[config.mk]
export PLATFORM = sky130hd
export DESIGN_NAME = first_free_slot_handle_table_top
export DESIGN_NICKNAME = d
export VERILOG_FILES = /design/src/rtl/core/ffht_pkg.sv /design/src/rtl/core/ffht_front.sv /design/src/rtl/core/ffht_queue.sv /design/src/rtl/core/ffht_back.sv /design/src/rtl/core/first_free_slot_handle_table_top.sv
export SDC_FILE = /design/constraint.sdc
export NUM_CORES = 2
export LEC_CHECK = 0
export BUFFER_PORTS_ARGS = -buffer_cell sky130_fd_sc_hd__buf_2
export CORE_MARGIN = 4
export CORE_UTILIZATION = 25
export CTS_CLUSTER_DIAMETER = 100
export DETAILED_ROUTE_END_ITERATION = 7
export MAX_ROUTING_LAYER = met4
export PLACE_DENSITY = 0.44
export SLEW_MARGIN = 0
export SYNTH_ARGS = -nofsm -noshare
export SYNTH_HDL_FRONTEND = slang
export SYNTH_HIERARCHICAL = 1
export SYNTH_SLANG_ARGS = --single-unit
[constraint.sdc]
create_clock -name clk -period 3.8 [get_ports clk]
set_clock_uncertainty 0.2 [all_clocks]
set_input_delay 0.19 -clock clk [delete_from_list [all_inputs] [get_ports clk]]
set_output_delay 0.19 -clock clk [all_outputs]
set_load 0.01 [all_outputs]
[src/rtl/core/ffht_pkg.sv]
// shared types and constants for the first-free-slot handle table
`default_nettype none

package ffht_pkg;

  // operation codes carried by an item
  typedef enum logic [1:0] {
    KIND_INSERT = 2'd0,
    KIND_FIND   = 2'd1,
    KIND_REMOVE = 2'd2,
    KIND_NOP    = 2'd3
  } kind_t;

  // result status codes
  localparam logic [1:0] ST_OK     = 2'd0;
  localparam logic [1:0] ST_FULL   = 2'd1;
  localparam logic [1:0] ST_BOUNDS = 2'd2;
  localparam logic [1:0] ST_EMPTY  = 2'd3;

  // field widths
  localparam int KEY_W      = 8;
  localparam int KEY_IDX_W  = 7;
  localparam int WORD_W     = 32;
  localparam int SLOT_W     = 6;

  // input item
  typedef struct packed {
    logic [1:0]              kind;
    logic signed [KEY_W-1:0] key;
    logic [WORD_W-1:0]       value;
  } in_item_t;

  // result item
  typedef struct packed {
    logic [SLOT_W-1:0] slot;
    logic [WORD_W-1:0] word;
    logic [1:0]        status;
  } out_item_t;

  // classified operation passed from front to back
  typedef struct packed {
    kind_t                kind;
    logic                 in_range;
    logic [KEY_IDX_W-1:0] idx;
    logic [WORD_W-1:0]    value;
  } op_t;

endpackage

`default_nettype wire

[src/rtl/core/ffht_front.sv]
// front end: accepts items and classifies kind and key range
`default_nettype none

module ffht_front #(
  parameter int TABLE_SLOTS = 64
) (
  input  wire logic              in_valid,
  output logic                   in_ready,
  input  wire ffht_pkg::in_item_t in_data,
  input  wire logic              q_ready,
  output logic                   push,
  output ffht_pkg::op_t          push_op
);
  import ffht_pkg::*;

  // accept whenever the queue has room
  assign in_ready = q_ready;
  assign push     = in_valid && q_ready;

  // decode kind and check that the key is a valid slot index
  always_comb begin
    push_op.kind     = kind_t'(in_data.kind);
    push_op.in_range = !in_data.key[KEY_W-1] &&
                       ({1'b0, in_data.key[KEY_IDX_W-1:0]} < KEY_W'(TABLE_SLOTS));
    push_op.idx      = in_data.key[KEY_IDX_W-1:0];
    push_op.value    = in_data.value;
  end

endmodule

`default_nettype wire

[src/rtl/core/ffht_queue.sv]
// two-entry queue of classified operations between front and back
`default_nettype none

module ffht_queue (
  input  wire logic          clk,
  input  wire logic          rst,
  input  wire logic          push,
  input  wire ffht_pkg::op_t push_op,
  output logic               q_ready,
  input  wire logic          pop,
  output logic               q_valid,
  output ffht_pkg::op_t      q_op
);
  import ffht_pkg::*;

  op_t        ents [2];
  logic       wr_ptr;
  logic       rd_ptr;
  logic [1:0] count;

  assign q_ready = (count != 2'd2);
  assign q_valid = (count != 2'd0);
  assign q_op    = ents[rd_ptr];

  // pointers and fill count
  always_ff @(posedge clk) begin
    if (rst) begin
      wr_ptr <= 1'b0;
      rd_ptr <= 1'b0;
      count  <= 2'd0;
    end else begin
      if (push) wr_ptr <= !wr_ptr;
      if (pop) rd_ptr <= !rd_ptr;
      unique case ({push, pop})
        2'b10:   count <= count + 2'd1;
        2'b01:   count <= count - 2'd1;
        default: count <= count;
      endcase
    end
  end

  // entry storage
  always_ff @(posedge clk) begin
    if (push) ents[wr_ptr] <= push_op;
  end

endmodule

`default_nettype wire

[src/rtl/core/ffht_back.sv]
// back end: table memory, occupancy bits, free-slot search and result register
`default_nettype none

module ffht_back #(
  parameter int TABLE_SLOTS = 64
) (
  input  wire logic          clk,
  input  wire logic          rst,
  input  wire logic          q_valid,
  input  wire ffht_pkg::op_t q_op,
  output logic               pop,
  output logic               out_valid,
  input  wire logic          out_ready,
  output ffht_pkg::out_item_t out_data
);
  import ffht_pkg::*;

  localparam int IDX_W = $clog2(TABLE_SLOTS);

  typedef enum logic [1:0] {
    S_IDLE,
    S_READ,
    S_WRITE
  } state_t;

  state_t                   state;
  op_t                      cur;
  logic [TABLE_SLOTS-1:0]   used;
  logic [IDX_W-1:0]         addr;
  logic                     full;
  logic [WORD_W-1:0]        rd_data;
  logic [WORD_W-1:0]        mem [TABLE_SLOTS];

  logic                     out_free;
  logic                     finish;
  logic [IDX_W-1:0]         free_idx;
  logic                     free_found;
  logic [IDX_W-1:0]         rd_addr;
  logic                     mem_we;
  logic [KEY_IDX_W-1:0]     addr_wide;
  out_item_t                res_next;

  // handshake with queue and result register
  assign out_free = !out_valid || out_ready;
  assign finish   = (state == S_WRITE) && out_free;
  assign pop      = q_valid && ((state == S_IDLE) || finish);

  // lowest empty slot
  always_comb begin
    free_idx   = '0;
    free_found = 1'b0;
    for (int i = TABLE_SLOTS - 1; i >= 0; i--) begin
      if (!used[i]) begin
        free_idx   = IDX_W'(i);
        free_found = 1'b1;
      end
    end
  end

  // address of this operation
  assign rd_addr   = (cur.kind == KIND_INSERT) ? free_idx : cur.idx[IDX_W-1:0];
  assign mem_we    = finish && (cur.kind == KIND_INSERT) && !full;
  assign addr_wide = KEY_IDX_W'(addr);

  // table memory, registered read
  always_ff @(posedge clk) begin
    if (mem_we) mem[addr] <= cur.value;
    if (state == S_READ) rd_data <= mem[rd_addr];
  end

  // result of the operation in flight
  always_comb begin
    res_next        = '0;
    res_next.status = ST_OK;
    unique case (cur.kind)
      KIND_INSERT: begin
        if (full) begin
          res_next.status = ST_FULL;
        end else begin
          res_next.slot = addr_wide[SLOT_W-1:0];
        end
      end
      KIND_FIND: begin
        if (!cur.in_range) begin
          res_next.status = ST_BOUNDS;
        end else if (used[addr]) begin
          res_next.word = rd_data;
        end
      end
      KIND_REMOVE: begin
        if (!cur.in_range) begin
          res_next.status = ST_BOUNDS;
        end else if (used[addr]) begin
          res_next.word = rd_data;
        end else begin
          res_next.status = ST_EMPTY;
        end
      end
      default: begin
      end
    endcase
  end

  // sequencer, occupancy bits and result register
  always_ff @(posedge clk) begin
    if (rst) begin
      state     <= S_IDLE;
      out_valid <= 1'b0;
      used      <= '0;
    end else begin
      if (finish) begin
        out_valid <= 1'b1;
      end else if (out_ready) begin
        out_valid <= 1'b0;
      end
      unique case (state)
        S_IDLE: begin
          if (pop) begin
            cur   <= q_op;
            state <= S_READ;
          end
        end
        S_READ: begin
          addr  <= rd_addr;
          full  <= !free_found;
          state <= S_WRITE;
        end
        S_WRITE: begin
          if (finish) begin
            out_data <= res_next;
            if ((cur.kind == KIND_INSERT) && !full) begin
              used[addr] <= (cur.value != '0);
            end else if ((cur.kind == KIND_REMOVE) && cur.in_range && used[addr]) begin
              used[addr] <= 1'b0;
            end
            if (pop) begin
              cur   <= q_op;
              state <= S_READ;
            end else begin
              state <= S_IDLE;
            end
          end
        end
        default: state <= S_IDLE;
      endcase
    end
  end

endmodule

`default_nettype wire

[src/rtl/core/first_free_slot_handle_table_top.sv]
// top level of the first-free-slot handle table
// path: an accepted item goes through the queue, the back end's read and write states and the result register
// the back end handles one item at a time, a memory read then a write, and pops the next as it finishes
// the front queue takes up to 2 items while the back end or output is stalled
// reset: synchronous; occupancy bits clear together, so every slot reads empty
// at once with no clearing pass; memory contents need no reset
`default_nettype none

module first_free_slot_handle_table_top #(
  parameter int TABLE_SLOTS = 64
) (
  input  wire logic               clk,
  input  wire logic               rst,
  input  wire logic               in_valid,
  output logic                    in_ready,
  input  wire ffht_pkg::in_item_t in_data,
  output logic                    out_valid,
  input  wire logic               out_ready,
  output ffht_pkg::out_item_t     out_data
);
  import ffht_pkg::*;

  logic q_ready;
  logic push;
  op_t  push_op;
  logic pop;
  logic q_valid;
  op_t  q_op;

  // classify incoming items
  ffht_front #(
    .TABLE_SLOTS(TABLE_SLOTS)
  ) u_front (
    .in_valid(in_valid),
    .in_ready(in_ready),
    .in_data (in_data),
    .q_ready (q_ready),
    .push    (push),
    .push_op (push_op)
  );

  // decoupling queue
  ffht_queue u_queue (
    .clk    (clk),
    .rst    (rst),
    .push   (push),
    .push_op(push_op),
    .q_ready(q_ready),
    .pop    (pop),
    .q_valid(q_valid),
    .q_op   (q_op)
  );

  // table operations
  ffht_back #(
    .TABLE_SLOTS(TABLE_SLOTS)
  ) u_back (
    .clk      (clk),
    .rst      (rst),
    .q_valid  (q_valid),
    .q_op     (q_op),
    .pop      (pop),
    .out_valid(out_valid),
    .out_ready(out_ready),
    .out_data (out_data)
  );

endmodule

`default_nettype wire

==> run_results.csv <==
group,metric,value,unit
global_route,grt_usage,0.175,
sta,setup_tns,-2170,ps
placement,hpwlAfterDp,198,mm
layout,mostFrequentLayoutCell,"edfxtp_1",
die,full_die_area,382000,µm²
sta,hold-worst-slack,70.2,ps
power_and_ir_drop,power-per-cell-area,587,nW/µm²
cts,cts_tree,"done",
critical_path,startpoint_to_endpoint_class_of_the_critical_path,"reg -> reg",
global_route,gr-total-overflow,0,
placement,gp_congestion,0.860,
synthesis,syn_inst,6038,
die,core_area,370000,µm²
sta,timing.slew.headroom,0.190,
sta,drv_slew,0,
status,violations,"negative setup slack",
synthesis,postSynthNetCount,6089,
sta,min_period_over_period,1.04,
layout,stdcell_area,120000,µm²
critical_path,timing.critical_path.fanout_max,20,
status,status,"finished, violations left",
sta,final.min_clock_period,3960,ps
power_and_ir_drop,vdd.ir_drop.worst,0.368,mV
layout,area_delta_synth_final,29.4,%
sta,grt_setup_unrepaired,"yes",
die,io-pin-count,88,
layout,fin_nets,7001,
power_and_ir_drop,switching_power,20800,µW
power_and_ir_drop,switching_part_of_the_total_power,0.295,
global_route,grt_start_max_net_pins,69,
layout,final_cell_mix,"edfxtp_1 (2,250), buf_4 (597), nand2_1 (556), mux2i_1 (506), nand3_1 (309)",
layout,ff_latch_area,69000,µm²
power_and_ir_drop,sequentialPowerShare,0.425,
layout,finish.utilization,0.325,
power_and_ir_drop,cell_internal_pwr,49900,µW
power_and_ir_drop,power_frac_clock,0.337,
power_and_ir_drop,p_leak,0.0404,µW
drt,starting_drc_count_in_detailed_routing,7099,
sta,report.final.hold_viol_count,0,
cts,htreeDepth,4,
cts,numCtsBuffers,248,
critical_path,worst_setup_path_start_kind,"register",
drt,finalWirelength,340,mm
die,chipWidth,618,µm
placement,placed_area,106000,µm²
cts,clockBufferDepth,4,
critical_path,cp_data_required_time,4270,ps
run,maxCapViolations,0,
layout,multiInputGateArea,24500,µm²
synthesis,yosys_synthesis_warning_count,6,
global_route,number_of_antenna_violations_at_the_first_check_in_global_routing,34,
placement,portBuffers,87,
hold_path,holdCritPathClass,"in -> reg",
drt,post_drt_wl_per_cell,28.0,µm
cts,worst_skew_pair.late_latency,910,ps
drt,num_vias,59700,
synthesis,netlist_area,92900,µm²
sta,timing.fmax,253,MHz
critical_path,worstSetupEndpointType,"register",
die,floorplan.rows,223,
global_route,grt_pass1_vias,58500,
global_route,grt_pass1_wl,464,mm
sta,finalSetupViolations,32,
power_and_ir_drop,combinationalPowerShare,0.238,
layout,final.fill_count,35800,
drt,ant_nets,0,
die,floorplan.initialDensity,0.251,
drt,drc_errors,0,
die,die_h,618,µm
cts,tritoncts_num_sinks,2322,
synthesis,synthesis.area_per_instance,15.4,µm²
layout,drive_above_1_share,0.269,
drt,drt_pass1_iterations,6,
critical_path,worst_path_arrival_time,4420,ps
cts,root_buffer,"clkbuf_16",
sta,worst_slew_pin_slew,1210,ps
cts,clkTransAtPathRegs,60,ps
sta,setup_slack,-156,ps
drt,vias_per_cell,4.93,
==> sequential cells by signal, indices dropped and copies added, names as in the netlist, named ones only <==
| register | count |
|---|---|
| u_back/mem | 2048 |
| u_queue/ents | 82 |
| u_back/used | 64 |
| u_back/cur | 41 |
| u_back/out_data | 40 |
| u_back/rd_data | 32 |
| u_back/addr | 6 |
| u_back/state | 2 |
| u_queue/count | 2 |
| u_back/full | 1 |
| u_back/out_valid | 1 |
| u_queue/rd_ptr | 1 |
| u_queue/wr_ptr | 1 |
==> timing repair <==
action,4_1_cts,5_1_grt
pin swaps,111,122
setup buffers,87,63
gates cloned,27,21
resized for setup,458,269
endpoints found under the hold margin,113,0
endpoints found under the setup margin,83,84
hold buffers,89,0
==> power groups by stage <==
stage	registers (µW)	logic, µW	clock network [µW]
global placement	30600	13700	0
CTS	30000	15800	24400
finish	30000	16800	23800
floorplan	30900	6030	0
detailed placement	30600	13800	0
global route	30000	17500	25500
==> per-stage QoR <==
step                      instances  worst slack [ps]  total power, µW
final                         12100              -156            70700
after CTS                     12000             -84.0            70200
after global placement        11400              -837            44300
after global routing          12100              -243            73100
after floorplan                6038              65.4            36900
after detailed placement      11400              -813            44400
==> worst max-delay path, cell delays in order (launching register included) <==
cell and delay [ps]:
dfxtp_2 320, buf_4 120, buf_4 130, nand2b_1 140, a21boi_2 170, a2111oi_4 70
a21boi_2 170, buf_4 160, buf_4 140, o21a_4 210, buf_12 160, buf_12 250
o21ai_0 210, a21oi_1 130, o41ai_2 380, buf_4 190, and4b_1 200, buf_6 150
nand4_1 90
==> worst paths after layout <==
check | startpoint | endpoint | slack [ps] | cells after the start
max | u_back/used[51] | u_back/rd_data[18] | -160 | 18
min | in_valid | u_queue/wr_ptr | 70 | 5
max reg2reg | u_back/used[51] | u_back/rd_data[18] | -160 | 18
min reg2reg | u_queue/ents[0][17] | u_back/cur[17] | 330 | 1
==> metal layers <==
layer,up-vias,share of wire,track usage
li1,25700,-,-
met2,2363,0.45,0.264
met1,31200,0.44,0.244
met4,0,0.024,0.0391
met3,432,0.084,0.0315
met5,-,0,-
==> final cells by class <==
type	count	share of cell area
multi-input combinational	3233	0.204
sequential	2322	0.574
timing repair buffer	1120	0.104
timing repair inverter	1	0.000250
antenna	14	0.000291
clock buffer	301	0.0538
inverter	24	0.00108
clock inverter	151	0.0115
tap	4950	0.0515
No activity file was read; power rests on OpenSTA's default activity.
